## config.mk

```make
export PLATFORM = sky130hd
export DESIGN_NAME = line_raster_stamp_addresser_top
export DESIGN_NICKNAME = d
export VERILOG_FILES = /design/src/rtl/lrsa_pkg.sv /design/src/rtl/line_raster_stamp_addresser_top.sv /design/src/rtl/lrsa_front.sv /design/src/rtl/lrsa_queue.sv /design/src/rtl/lrsa_back.sv
export SDC_FILE = /design/constraint.sdc
export NUM_CORES = 1
export LEC_CHECK = 0
export BUFFER_PORTS_ARGS = -buffer_cell sky130_fd_sc_hd__buf_4
export CORE_ASPECT_RATIO = 1.25
export CORE_UTILIZATION = 65
export DETAILED_ROUTE_END_ITERATION = 10
export PLACE_DENSITY = 0.83
export SETUP_SLACK_MARGIN = 0.2
export SLEW_MARGIN = 20
export SYNTH_ARGS = -nofsm -noshare
export SYNTH_HDL_FRONTEND = slang
export SYNTH_SLANG_ARGS = --single-unit
```

## constraint.sdc

```tcl
create_clock -name clk -period 11.2 [get_ports clk]
set_input_delay 2.24 -clock clk [delete_from_list [all_inputs] [get_ports clk]]
set_output_delay 2.24 -clock clk [all_outputs]
set_load 0.02 [all_outputs]
```

## src/rtl/lrsa_pkg.sv

```systemverilog
// ============================================================================
// Line raster stamp addresser package
// Shared widths, reset values, register map, segment descriptor and FSM type.
// ============================================================================
`default_nettype none

package lrsa_pkg;

    // Field widths
    localparam int COORD_BITS = 12;
    localparam int ROW_W      = 13;
    localparam int BASE_W     = 16;
    localparam int PIX_W      = 8;
    localparam int ADDR_W     = 25;

    // Widest span counter that MAX_SPAN can ask for (MAX_SPAN <= 63)
    localparam int SPAN_W     = 6;
    // Signed error term: covers +/- 2 * (2^SPAN_W - 1) with margin
    localparam int ERR_W      = SPAN_W + 3;

    // Parameter defaults
    localparam int BRUSH_SIZE_DEF = 2;
    localparam int MAX_SPAN_DEF   = 63;

    // Descriptor queue
    localparam int QDEPTH = 2;
    localparam int QPTR_W = $clog2(QDEPTH);
    localparam int QCNT_W = $clog2(QDEPTH + 1);

    // Configuration port
    localparam int APB_ADDR_W = 4;
    localparam int APB_DATA_W = 32;

    localparam logic [ROW_W-1:0]  ROW_WIDTH_RST   = 13'd4096;
    localparam logic [BASE_W-1:0] BASE_OFFSET_RST = 16'd0;
    localparam logic [PIX_W-1:0]  DRAW_VALUE_RST  = 8'd111;

    typedef enum logic [1:0] {
        REG_ROW_WIDTH   = 2'd0,
        REG_BASE_OFFSET = 2'd1,
        REG_DRAW_VALUE  = 2'd2
    } reg_idx_t;

    // One classified segment as handed from front to back
    typedef struct packed {
        logic [COORD_BITS-1:0] sx;
        logic [COORD_BITS-1:0] sy;
        logic                  x_move;
        logic                  x_dec;
        logic                  y_move;
        logic                  y_dec;
        logic                  xmajor;
        logic                  too_long;
        logic [SPAN_W-1:0]     major;
        logic [SPAN_W-1:0]     minor;
    } seg_desc_t;

    typedef enum logic {
        BK_IDLE = 1'b0,
        BK_RUN  = 1'b1
    } back_state_t;

endpackage

`default_nettype wire

```

## src/rtl/line_raster_stamp_addresser_top.sv

```systemverilog
// ============================================================================
// Line raster stamp addresser
// Rasterizes line segments and emits one stamp address per line point.
// ============================================================================
//
// Channel   Direction  Handshake            Payload
// in        input      in_valid / in_stall  start_x, start_y, end_x, end_y
// out       output     out_valid/out_stall  point_x, point_y, stamp_address,
//                                           pixel_value, at_edge, status, last
// cfg       input      APB write (psel..)   row_width, base_offset, draw_value
//
// A segment of major span N gives N + 1 point transfers, one per cycle unless
// the output is stalled, set by the point stepper walking the Bresenham error
// term; a segment longer than MAX_SPAN gives one error transfer. The stepper
// takes each segment from the queue in its idle state, after the last one ends.
// A point passes the stepper, stage one and the output register in order.
// Reset clears the queue, the stepper and the pipeline valids; registers
// return to row_width 4096, base_offset 0, draw_value 111.
// A stalled output freezes point stepping and the pipeline; the queue keeps taking segments
// until both entries are full, then in_stall rises.
//
`default_nettype none

module line_raster_stamp_addresser_top #(
    parameter int BRUSH_SIZE = lrsa_pkg::BRUSH_SIZE_DEF,
    parameter int MAX_SPAN   = lrsa_pkg::MAX_SPAN_DEF
) (
    input  wire logic                                 clk,
    input  wire logic                                 rst_n,
    // Segment input
    input  wire logic                                 in_valid,
    output logic                                      in_stall,
    input  wire logic [lrsa_pkg::COORD_BITS-1:0]      start_x,
    input  wire logic [lrsa_pkg::COORD_BITS-1:0]      start_y,
    input  wire logic [lrsa_pkg::COORD_BITS-1:0]      end_x,
    input  wire logic [lrsa_pkg::COORD_BITS-1:0]      end_y,
    // Point output
    output logic                                      out_valid,
    input  wire logic                                 out_stall,
    output logic [lrsa_pkg::COORD_BITS-1:0]           point_x,
    output logic [lrsa_pkg::COORD_BITS-1:0]           point_y,
    output logic [lrsa_pkg::ADDR_W-1:0]               stamp_address,
    output logic [lrsa_pkg::PIX_W-1:0]                pixel_value,
    output logic                                      at_edge,
    output logic                                      status,
    output logic                                      last,
    // Configuration
    input  wire logic                                 psel,
    input  wire logic                                 penable,
    input  wire logic                                 pwrite,
    input  wire logic [lrsa_pkg::APB_ADDR_W-1:0]      paddr,
    input  wire logic [lrsa_pkg::APB_DATA_W-1:0]      pwdata,
    output logic [lrsa_pkg::APB_DATA_W-1:0]           prdata,
    output logic                                      pready
);

    localparam int DW = lrsa_pkg::APB_DATA_W;

    // ------------------------------------------------------------------
    // Configuration registers
    // ------------------------------------------------------------------
    logic [lrsa_pkg::ROW_W-1:0]  row_width_reg;
    logic [lrsa_pkg::BASE_W-1:0] base_offset_reg;
    logic [lrsa_pkg::PIX_W-1:0]  draw_value_reg;
    logic                        cfg_write;
    lrsa_pkg::reg_idx_t          reg_idx;

    assign pready    = 1'b1;
    assign cfg_write = psel && penable && pwrite && pready;
    assign reg_idx   = lrsa_pkg::reg_idx_t'(paddr[lrsa_pkg::APB_ADDR_W-1:2]);

    always_ff @(posedge clk or negedge rst_n)
    begin
        if (!rst_n)
        begin
            row_width_reg   <= lrsa_pkg::ROW_WIDTH_RST;
            base_offset_reg <= lrsa_pkg::BASE_OFFSET_RST;
            draw_value_reg  <= lrsa_pkg::DRAW_VALUE_RST;
        end
        else if (cfg_write)
        begin
            // Drop writes to unmapped addresses
            unique case (reg_idx)
                lrsa_pkg::REG_ROW_WIDTH:
                    row_width_reg <= pwdata[lrsa_pkg::ROW_W-1:0];
                lrsa_pkg::REG_BASE_OFFSET:
                    base_offset_reg <= pwdata[lrsa_pkg::BASE_W-1:0];
                lrsa_pkg::REG_DRAW_VALUE:
                    draw_value_reg <= pwdata[lrsa_pkg::PIX_W-1:0];
                default:
                begin
                end
            endcase
        end
    end

    always_comb
    begin
        unique case (reg_idx)
            lrsa_pkg::REG_ROW_WIDTH:   prdata = DW'(row_width_reg);
            lrsa_pkg::REG_BASE_OFFSET: prdata = DW'(base_offset_reg);
            lrsa_pkg::REG_DRAW_VALUE:  prdata = DW'(draw_value_reg);
            default:                   prdata = '0;
        endcase
    end

    // ------------------------------------------------------------------
    // Front: classify each segment on its transfer cycle
    // ------------------------------------------------------------------
    lrsa_pkg::seg_desc_t front_desc;
    lrsa_pkg::seg_desc_t head_desc;
    logic                q_full;
    logic                q_not_empty;
    logic                q_pop;
    logic                q_push;

    lrsa_front #(
        .MAX_SPAN (MAX_SPAN)
    ) u_front (
        .start_x (start_x),
        .start_y (start_y),
        .end_x   (end_x),
        .end_y   (end_y),
        .desc    (front_desc)
    );

    // Hold off new segments only while both queue entries are taken
    assign in_stall = q_full;
    assign q_push   = in_valid && !in_stall;

    lrsa_queue u_queue (
        .clk       (clk),
        .rst_n     (rst_n),
        .push      (q_push),
        .push_desc (front_desc),
        .pop       (q_pop),
        .full      (q_full),
        .not_empty (q_not_empty),
        .head_desc (head_desc)
    );

    // ------------------------------------------------------------------
    // Back: step points and build stamp addresses
    // ------------------------------------------------------------------
    lrsa_back #(
        .BRUSH_SIZE (BRUSH_SIZE)
    ) u_back (
        .clk           (clk),
        .rst_n         (rst_n),
        .q_not_empty   (q_not_empty),
        .q_desc        (head_desc),
        .q_pop         (q_pop),
        .row_width     (row_width_reg),
        .base_offset   (base_offset_reg),
        .draw_value    (draw_value_reg),
        .out_valid     (out_valid),
        .out_stall     (out_stall),
        .point_x       (point_x),
        .point_y       (point_y),
        .stamp_address (stamp_address),
        .pixel_value   (pixel_value),
        .at_edge       (at_edge),
        .status        (status),
        .last          (last)
    );

endmodule

`default_nettype wire

```

## src/rtl/lrsa_front.sv

```systemverilog
// ============================================================================
// Segment classifier
// Turns endpoints into spans, step directions, major axis and a length check.
// ============================================================================
`default_nettype none

module lrsa_front #(
    parameter int MAX_SPAN = lrsa_pkg::MAX_SPAN_DEF
) (
    input  wire logic [lrsa_pkg::COORD_BITS-1:0] start_x,
    input  wire logic [lrsa_pkg::COORD_BITS-1:0] start_y,
    input  wire logic [lrsa_pkg::COORD_BITS-1:0] end_x,
    input  wire logic [lrsa_pkg::COORD_BITS-1:0] end_y,
    output lrsa_pkg::seg_desc_t                  desc
);

    localparam int CW = lrsa_pkg::COORD_BITS;

    logic signed [CW:0] dx;
    logic signed [CW:0] dy;
    logic [CW:0]        adx_w;
    logic [CW:0]        ady_w;
    logic [CW-1:0]      adx;
    logic [CW-1:0]      ady;
    logic               xmajor;
    logic [CW-1:0]      major_full;
    logic [CW-1:0]      minor_full;

    always_comb
    begin
        dx     = signed'({1'b0, end_x}) - signed'({1'b0, start_x});
        dy     = signed'({1'b0, end_y}) - signed'({1'b0, start_y});
        adx_w  = dx[CW] ? unsigned'(-dx) : unsigned'(dx);
        ady_w  = dy[CW] ? unsigned'(-dy) : unsigned'(dy);
        adx    = adx_w[CW-1:0];
        ady    = ady_w[CW-1:0];
        // tie goes to x
        xmajor     = (adx >= ady);
        major_full = xmajor ? adx : ady;
        minor_full = xmajor ? ady : adx;

        desc.sx       = start_x;
        desc.sy       = start_y;
        desc.x_move   = (dx != '0);
        desc.x_dec    = dx[CW];
        desc.y_move   = (dy != '0);
        desc.y_dec    = dy[CW];
        desc.xmajor   = xmajor;
        desc.too_long = (major_full > CW'(MAX_SPAN));
        desc.major    = major_full[lrsa_pkg::SPAN_W-1:0];
        desc.minor    = minor_full[lrsa_pkg::SPAN_W-1:0];
    end

endmodule

`default_nettype wire

```

## src/rtl/lrsa_queue.sv

```systemverilog
// ============================================================================
// Segment descriptor queue
// Two-entry FIFO that decouples the classifier from the point stepper.
// ============================================================================
`default_nettype none

module lrsa_queue (
    input  wire logic                clk,
    input  wire logic                rst_n,
    input  wire logic                push,
    input  wire lrsa_pkg::seg_desc_t push_desc,
    input  wire logic                pop,
    output logic                     full,
    output logic                     not_empty,
    output lrsa_pkg::seg_desc_t      head_desc
);

    lrsa_pkg::seg_desc_t                 entry_reg [lrsa_pkg::QDEPTH];
    logic [lrsa_pkg::QPTR_W-1:0]         wr_ptr_reg;
    logic [lrsa_pkg::QPTR_W-1:0]         wr_ptr_next;
    logic [lrsa_pkg::QPTR_W-1:0]         rd_ptr_reg;
    logic [lrsa_pkg::QPTR_W-1:0]         rd_ptr_next;
    logic [lrsa_pkg::QCNT_W-1:0]         count_reg;
    logic [lrsa_pkg::QCNT_W-1:0]         count_next;

    assign full      = (count_reg == lrsa_pkg::QCNT_W'(lrsa_pkg::QDEPTH));
    assign not_empty = (count_reg != '0);
    assign head_desc = entry_reg[rd_ptr_reg];

    always_comb
    begin
        wr_ptr_next = push ? wr_ptr_reg + 1'b1 : wr_ptr_reg;
        rd_ptr_next = pop  ? rd_ptr_reg + 1'b1 : rd_ptr_reg;
        count_next  = count_reg;
        if (push && !pop)
        begin
            count_next = count_reg + 1'b1;
        end
        else if (pop && !push)
        begin
            count_next = count_reg - 1'b1;
        end
    end

    always_ff @(posedge clk or negedge rst_n)
    begin
        if (!rst_n)
        begin
            wr_ptr_reg <= '0;
            rd_ptr_reg <= '0;
            count_reg  <= '0;
        end
        else
        begin
            wr_ptr_reg <= wr_ptr_next;
            rd_ptr_reg <= rd_ptr_next;
            count_reg  <= count_next;
        end
    end

    always_ff @(posedge clk)
    begin
        if (push)
        begin
            entry_reg[wr_ptr_reg] <= push_desc;
        end
    end

endmodule

`default_nettype wire

```

## src/rtl/lrsa_back.sv

```systemverilog
// ============================================================================
// Point stepper and stamp address pipeline
// Walks one segment a point per cycle unless the output stalls, then forms the stamp address.
// ============================================================================
`default_nettype none

module lrsa_back #(
    parameter int BRUSH_SIZE = lrsa_pkg::BRUSH_SIZE_DEF
) (
    input  wire logic                               clk,
    input  wire logic                               rst_n,
    input  wire logic                               q_not_empty,
    input  wire lrsa_pkg::seg_desc_t                q_desc,
    output logic                                    q_pop,
    input  wire logic [lrsa_pkg::ROW_W-1:0]         row_width,
    input  wire logic [lrsa_pkg::BASE_W-1:0]        base_offset,
    input  wire logic [lrsa_pkg::PIX_W-1:0]         draw_value,
    output logic                                    out_valid,
    input  wire logic                               out_stall,
    output logic [lrsa_pkg::COORD_BITS-1:0]         point_x,
    output logic [lrsa_pkg::COORD_BITS-1:0]         point_y,
    output logic [lrsa_pkg::ADDR_W-1:0]             stamp_address,
    output logic [lrsa_pkg::PIX_W-1:0]              pixel_value,
    output logic                                    at_edge,
    output logic                                    status,
    output logic                                    last
);

    localparam int CW  = lrsa_pkg::COORD_BITS;
    localparam int SW  = lrsa_pkg::SPAN_W;
    localparam int EW  = lrsa_pkg::ERR_W;
    localparam int AW  = lrsa_pkg::ADDR_W;
    localparam logic [CW-1:0] HALF = CW'(BRUSH_SIZE / 2);

    // Stepper state
    lrsa_pkg::back_state_t state_reg, state_next;
    logic [CW-1:0]         x_reg, x_next;
    logic [CW-1:0]         y_reg, y_next;
    logic signed [EW-1:0]  err_reg, err_next;
    logic [SW-1:0]         rem_reg, rem_next;
    logic [SW-1:0]         major_reg, major_next;
    logic [SW-1:0]         minor_reg, minor_next;
    logic                  x_move_reg, x_move_next;
    logic                  x_dec_reg, x_dec_next;
    logic                  y_move_reg, y_move_next;
    logic                  y_dec_reg, y_dec_next;
    logic                  xmajor_reg, xmajor_next;
    logic                  too_long_reg, too_long_next;

    // Pipeline stages
    logic                  s1_valid_reg;
    logic [CW-1:0]         s1_x_reg, s1_y_reg, s1_cx_reg;
    logic [AW-1:0]         s1_prod_reg;
    logic                  s1_edge_reg, s1_status_reg, s1_last_reg;
    logic                  out_valid_reg;
    logic [CW-1:0]         point_x_reg, point_y_reg;
    logic [AW-1:0]         stamp_address_reg;
    logic [lrsa_pkg::PIX_W-1:0] pixel_value_reg;
    logic                  at_edge_reg, status_reg, last_reg;

    logic                  adv;
    logic                  emit;
    logic                  emit_last;
    logic signed [EW-1:0]  err_add;
    logic                  step_minor;
    logic [CW-1:0]         x_step, y_step;
    logic                  edge_c;
    logic [CW-1:0]         cx_c, cy_c;
    logic [AW-1:0]         prod_c;
    logic [AW-1:0]         addr_c;

    // Whole pipeline advances when the output slot is free or being taken
    assign adv  = !out_valid_reg || !out_stall;
    assign emit = (state_reg == lrsa_pkg::BK_RUN) && adv;
    assign emit_last = too_long_reg || (rem_reg == '0);

    always_comb
    begin
        err_add    = err_reg + signed'(EW'({minor_reg, 1'b0}));
        step_minor = (err_add >= signed'(EW'(major_reg))) && (minor_reg != '0);
        x_step     = x_dec_reg ? x_reg - 1'b1 : x_reg + 1'b1;
        y_step     = y_dec_reg ? y_reg - 1'b1 : y_reg + 1'b1;
    end

    always_comb
    begin
        state_next    = state_reg;
        q_pop         = 1'b0;
        x_next        = x_reg;
        y_next        = y_reg;
        err_next      = err_reg;
        rem_next      = rem_reg;
        major_next    = major_reg;
        minor_next    = minor_reg;
        x_move_next   = x_move_reg;
        x_dec_next    = x_dec_reg;
        y_move_next   = y_move_reg;
        y_dec_next    = y_dec_reg;
        xmajor_next   = xmajor_reg;
        too_long_next = too_long_reg;
        unique case (state_reg)
            lrsa_pkg::BK_IDLE:
            begin
                if (q_not_empty)
                begin
                    q_pop         = 1'b1;
                    x_next        = q_desc.sx;
                    y_next        = q_desc.sy;
                    err_next      = '0;
                    rem_next      = q_desc.major;
                    major_next    = q_desc.major;
                    minor_next    = q_desc.minor;
                    x_move_next   = q_desc.x_move;
                    x_dec_next    = q_desc.x_dec;
                    y_move_next   = q_desc.y_move;
                    y_dec_next    = q_desc.y_dec;
                    xmajor_next   = q_desc.xmajor;
                    too_long_next = q_desc.too_long;
                    state_next    = lrsa_pkg::BK_RUN;
                end
            end
            lrsa_pkg::BK_RUN:
            begin
                if (adv)
                begin
                    err_next = step_minor ? err_add - signed'(EW'({major_reg, 1'b0}))
                                          : err_add;
                    if (xmajor_reg)
                    begin
                        x_next = x_move_reg ? x_step : x_reg;
                        y_next = (step_minor && y_move_reg) ? y_step : y_reg;
                    end
                    else
                    begin
                        y_next = y_move_reg ? y_step : y_reg;
                        x_next = (step_minor && x_move_reg) ? x_step : x_reg;
                    end
                    rem_next = rem_reg - 1'b1;
                    if (emit_last)
                    begin
                        state_next = lrsa_pkg::BK_IDLE;
                    end
                end
            end
            default:
            begin
                state_next = lrsa_pkg::BK_IDLE;
            end
        endcase
    end

    // Stage one: saturated stamp corner, edge flag and row product; then the address sum from stage one
    always_comb
    begin
        edge_c = (x_reg < HALF) || (y_reg < HALF);
        cx_c   = (x_reg < HALF) ? '0 : x_reg - HALF;
        cy_c   = (y_reg < HALF) ? '0 : y_reg - HALF;
        prod_c = AW'(row_width) * AW'(cy_c);
        addr_c = AW'(base_offset) + AW'(s1_cx_reg) + s1_prod_reg;
    end

    always_ff @(posedge clk or negedge rst_n)
    begin
        if (!rst_n)
        begin
            state_reg     <= lrsa_pkg::BK_IDLE;
            s1_valid_reg  <= 1'b0;
            out_valid_reg <= 1'b0;
        end
        else
        begin
            state_reg <= state_next;
            if (adv)
            begin
                s1_valid_reg  <= emit;
                out_valid_reg <= s1_valid_reg;
            end
        end
    end

    always_ff @(posedge clk)
    begin
        x_reg        <= x_next;
        y_reg        <= y_next;
        err_reg      <= err_next;
        rem_reg      <= rem_next;
        major_reg    <= major_next;
        minor_reg    <= minor_next;
        x_move_reg   <= x_move_next;
        x_dec_reg    <= x_dec_next;
        y_move_reg   <= y_move_next;
        y_dec_reg    <= y_dec_next;
        xmajor_reg   <= xmajor_next;
        too_long_reg <= too_long_next;
        if (adv)
        begin
            s1_x_reg      <= x_reg;
            s1_y_reg      <= y_reg;
            s1_cx_reg     <= cx_c;
            s1_prod_reg   <= prod_c;
            s1_edge_reg   <= edge_c;
            s1_status_reg <= too_long_reg;
            s1_last_reg   <= emit_last;
            // Error results carry zero payload
            point_x_reg       <= s1_status_reg ? '0 : s1_x_reg;
            point_y_reg       <= s1_status_reg ? '0 : s1_y_reg;
            stamp_address_reg <= s1_status_reg ? '0 : addr_c;
            pixel_value_reg   <= s1_status_reg ? '0 : draw_value;
            at_edge_reg       <= s1_status_reg ? 1'b0 : s1_edge_reg;
            status_reg        <= s1_status_reg;
            last_reg          <= s1_last_reg;
        end
    end

    assign out_valid     = out_valid_reg;
    assign point_x       = point_x_reg;
    assign point_y       = point_y_reg;
    assign stamp_address = stamp_address_reg;
    assign pixel_value   = pixel_value_reg;
    assign at_edge       = at_edge_reg;
    assign status        = status_reg;
    assign last          = last_reg;

endmodule

`default_nettype wire

```

Yosys cells after proc, flatten, opt, wreduce, memory -nomap -nowiden
Memory sizes are Yosys's and may differ from the RTL's.
Index checks and enable logic that the tools add are counted.
Widths: inputs -> output; s select.
{"block": "word_totals", "in_bits": 91, "n_memories": 1, "wordCells": 136, "mem_bits_rw": 84, "rom_bits": 0, "latch_bits": 0, "ff_bits": 225, "output_inout_bits": 95}
{"name": "u_queue.entry_reg", "words": 2, "word_bits": 42, "read_ports": 1, "rd_clocked_by_memory_dff": 0, "wr": 1, "line": "lrsa_queue.sv:18", "text": "lrsa_pkg::seg_desc_t entry_reg [lrsa_pkg::QDEPTH];"}
{"block": "op_classes", "mul": 1, "n_shift": 0, "add_sub_neg": 17, "muxes": 36, "reduce_logical": 31, "eq_ne": 9, "magnitude_cmp": 5, "bitwise_logic": 1, "div": 0}
{"operator": "$mux 12", "count": 16}
{"operator": "$pmux 12 s2", "count": 2}
{"operator": "$pmux 16 s3", "count": 1}
{"operator": "$mux 9", "count": 3}
{"operator": "$reduce_bool 13->1", "count": 2}
{"operator": "$sub 12x12->13", "count": 2}
{"operator": "$add 25x25->25", "count": 1}
{"operator": "$mul 13x12->25", "count": 1}
{"operator": "$add 12x1->12 const B", "count": 2}
{"operator": "$lt 12x1->1 const B", "count": 2}
{"operator": "$neg 12->12", "count": 2}
{"operator": "$sub 12x1->12 const B", "count": 2}
{"operator": "$mux 6", "count": 3}
{"operator": "$pmux 9 s2", "count": 1}
{"operator": "$add 16x12->17", "count": 1}
{"operator": "$ge 12x12->1", "count": 1}
{"operator": "$gt 12x6->1 const B", "count": 1}
{"operator": "$ne 3x3->1 const B", "count": 4}
{"operator": "$pmux 6 s2", "count": 1}
{"operator": "$reduce_and 2->1", "count": 5}
{"operator": "$add 9x8->9", "count": 1}
{"operator": "$ge 9x7->1", "count": 1}
{"operator": "$logic_and 1x1->1", "count": 9}
{"operator": "$sub 9x8->9", "count": 1}
{"operator": "18 further kinds", "count": 35}

Longest topological paths before layout
{"block": "logic_depth", "ltp_word": 8, "mapped_depth": 30}

By module
A second synthesis with hierarchy kept.
{"block": "hier_totals", "cells_unflattened": 1990, "hier_area_um2": 22163.8}
{"module": "lrsa_back", "seq_area_each_um2": 5480.3, "area_per_inst_um2": 14457.6, "instances": 1, "cells_each": 1355}
{"module": "lrsa_queue", "seq_area_each_um2": 2622.5, "area_per_inst_um2": 3422.0, "instances": 1, "cells_each": 147}
{"module": "lrsa_front", "seq_area_each_um2": 0.0, "area_per_inst_um2": 2402.3, "instances": 1, "cells_each": 343}
{"module": "line_raster_stamp_addresser_top", "seq_area_each_um2": 934.6, "area_per_inst_um2": 1881.8, "instances": 1, "cells_each": 145}

Least setup slack after synthesis
Ideal clock, no wire load.
{"block": "synth_timing", "path_kind": "register to register", "start": "register u_back.y_reg[0]", "end": "register u_back.s1_prod_reg[24], data pin", "slack_ns": 4.029, "path_stages_with_launch": 29, "arrival_time_ns": 6.911, "period_less_slack_ns": 7.171, "setup_time_ns": 0.259, "path_cell_list": "edfxtp_1 > inv_1 > ha_1 > nand2_1 > or3_1 > or3_1 > nor3_1 > buf_4 > nor2_1 > buf_2 > and2_1 > fa_1 > inv_1 > fa_1 > inv_1 > fa_1 > fa_1 > inv_1 > fa_1 > inv_1 > ha_1 > or3_1 > o32ai_2 > o21ai_1 > o22ai_1 > o21ai_1 > a211oi_1 > a21oi_1 > xnor2_1"}
{"block": "synth_via", "elab_chain_len": 3, "word_cells_on_any_way": 4, "cone_classes": "1 x add/sub; 1 x mul; 1 x order compare; 1 x mux"}
{"element": "start: declaration", "line": "lrsa_back.sv:38", "text": "logic [CW-1:0] y_reg, y_next;"}
{"element": "start signal: assignment", "line": "lrsa_back.sv:184", "text": "y_reg <= y_next;"}
{"element": "$sub 12x1->12 / $lt 12x1->1 (equally long branches)", "line": "lrsa_back.sv:157", "text": "cy_c = (y_reg < HALF) ? '0 : y_reg - HALF;"}
{"element": "$mux 12 (*)", "line": "lrsa_back.sv:157"}
{"element": "$mul 13x12->25 (*)", "line": "lrsa_back.sv:158", "text": "prod_c = AW'(row_width) * AW'(cy_c);"}
{"element": "named net u_back.prod_c[24]", "line": "lrsa_back.sv:69", "text": "logic [AW-1:0] prod_c;"}
{"element": "end signal: assignment", "line": "lrsa_back.sv:200", "text": "s1_prod_reg <= prod_c;"}
{"element": "end: declaration", "line": "lrsa_back.sv:53", "text": "logic [AW-1:0] s1_prod_reg;"}
Mark *: on every way through the listed nets, which the timed path passes. The rest lies on a longest branch.
A chain may end at the register's enable or synchronous reset.

Final worst setup path
Same ends and word-level chain as after synthesis.

==> impl_metrics.ini <==
[min_path]
hold_class = reg2reg
hold_depth = 0

[drt]
drt-pass1-iter-count = 8
vias_per_cell = 5.74
first_iter_violations = 986
routed_wl_mm = 46.4
route.detailed.drc = 26
drt-wirelength-per-cell_um = 18.0
ant_nets = 0
vias = 14800

[finish]
antenna_cells = 0
nets = 2493
layout-drive-gt1-share = 0.142
largest_reg_flops = 84
syn2layout_area_growth_pct = 11.1

[sta]
finalWorstPathRequiredPeriod_ns = 8.22
relSlewSlack = 0.237
post-route-period-util = 0.734
slew_viol_final = 0
finalClockSkew_ns = 0.0166
worst_slew_pin_slew_ns = 1.14
max_clock_freq_mhz = 122
hold_ws_ns = 0.453
finalHoldViolations = 0
setup_violations = 0
rsz0062_at_grt = no
setup_tns_ns = 0

[synthesis]
synth.most_common_cell = edfxtp_1
netlist_top_cells_area = edfxtp_1, fa_1, ha_1
synth_seq_cells = 308
yosysSeqAreaShare = 0.415
synthArstFlopShare = 0.143
synth_ff_type = edfxtp_1
yosysWarningCount = 0
postSynthCellCount = 2017
syn_area_sq_mm = 0.0218
avgSynthCellArea_sq_um = 10.8
yosysUniqueCellTypes = 88
yosys.area.top_type_share = 0.364
yosysTopAreaCell = edfxtp_1
ys_top_cells_by_count = edfxtp_1, inv_1, nand2_1, ha_1, nor2_1
synth-edff-count = 264

[worst_setup_path]
startpoint_type = flop
critPathKind = reg2reg
required_ns = 11.52
crit_path_max_fanout = 13
crit_arrival_ns = 8.54
reg2reg_depth = 26
cp-end-kind = flop

[clock_network]
tritoncts = yes
cts_buffers = 29
ctsHoldBuffers = 0
cts_resized = 0
cts_root_buf = clkbuf_16
cts.sinks = 308
cts_buffer_depth = 3
clk_latency_ns = 0.57
path_clk_slew_ns = 0.07
cts_htree_levels = 1
cts_post_setup_buffers_inserted = 0

[run_status]
violations = design-rule violations
status = finished, violations left

[global_routing]
grt_pass1_wl_mm = 74.0
grt_pass1_vias = 15100
track_usage = 0.272
grt_max_degree = 83
antenna_found_initial = 0
grt-ovfl-total = 0

[placement]
io_buffers = 150
place_congestion = 0.879
dp_hpwl_mm = 35.1

[floorplanning]
die_width_um = 166
initial_core_util = 0.664
dieArea_sq_mm = 0.0342
boundaryPins = 186
core_sq_mm = 0.0328
rows = 74
die_h_um = 207

[flow_run]
drv_cap = 0
[per-layer routing]
metal	track usage	wire length, um	vias to the layer above
met2	0.542	25600	429
li1	-	-	7071
met1	0.297	17300	7174
met3	0.0278	2000	102
met4	0.100	1500	0
met5	0	0	-
[worst max-delay path: stages, from the launching register on]
cell and delay, ns:
edfxtp_1 0.53, inv_1 0.12, ha_1 0.23, nand2_1 0.10
or3_1 0.38, or3_1 0.35, nor3_1 0.24, nand2_1 0.08
mux2i_1 0.80, nand2_1 0.18, fa_1 0.53, fa_1 0.54
inv_1 0.05, fa_1 0.51, fa_1 0.55, inv_1 0.06
fa_1 0.53, inv_1 0.04, ha_1 0.22, or3_1 0.38
o32ai_2 0.33, o21ai_1 0.17, o22ai_1 0.28, o21ai_1 0.14
a211oi_1 0.34, a21oi_1 0.14, xnor2_1 0.14
[cell usage in the layout, fill, tap and decap left out, types with 17 or more instances in the layout]
| cell | count |
|---|---|
| edfxtp_1 | 264 |
| inv_1 | 228 |
| nand2_1 | 185 |
| buf_4 | 158 |
| ha_1 | 154 |
| nor2_1 | 121 |
| fa_1 | 116 |
| xnor2_1 | 82 |
| and2_1 | 74 |
| a21oi_1 | 72 |
| xor2_1 | 64 |
| nor2b_1 | 56 |
| o21ai_0 | 56 |
| mux2_2 | 55 |
| mux2i_1 | 50 |
| nor3_1 | 38 |
| a21o_1 | 35 |
| dfrtp_1 | 35 |
| nand3_1 | 34 |
| clkbuf_16 | 29 |
| conb_1 | 17 |
[final timing paths]
path	startpoint	end	slack (ns)
min	u_back.s1_last_reg	u_back.last	0.45
min in group asynchronous	rst_n	base_offset_reg[5]	1.69
max	u_back.y_reg[0]	u_back.s1_prod_reg[24]	2.98
max reg2reg	u_back.y_reg[0]	u_back.s1_prod_reg[24]	2.98
max in group asynchronous	rst_n	u_queue.rd_ptr_reg	9.04
min reg2reg	u_back.s1_last_reg	u_back.last	0.45
[stage by stage]
step | cells | utilization | instance area, sq um | worst slack [ns]
global placement | 2518 | 0.705 | 23100 | 3.18
CTS | 2573 | 0.737 | 24200 | 3.00
detailed placement | 2519 | 0.706 | 23100 | 3.02
global route | 2573 | 0.738 | 24200 | 2.46
floorplan | 2032 | - | 21800 | 4.03
finish | 2573 | 0.738 | 24200 | 2.98
[final cells by class]
type / instances / area (sq um)
Multi-Input combinational cell: 1405 / 11500
Sequential cell: 308 / 9040
Fill cell: 2263 / 8600
Timing Repair Buffer: 159 / 1210
Inverter: 229 / 860
Clock buffer: 33 / 751
Tap cell: 418 / 523
Clock inverter: 21 / 273
[kinds of logic (layout without fill, tap and decap cells)]
group,Yosys count,count (layout),share of synthesized area
AND/OR/NAND/NOR,595,595,0.135
buffers and inverters,319,442,0.0597
flip-flops,308,308,0.415
AO/OA/AOI/OAI,271,271,0.0834
adder cells (fa/ha/maj),270,270,0.195
XOR/XNOR,147,147,0.0595
multiplexers,105,105,0.0515
other,2,17,0.000345
Power is not shown: default switching activity piles up to over one toggle a cycle in this logic, so the estimate is an artifact.
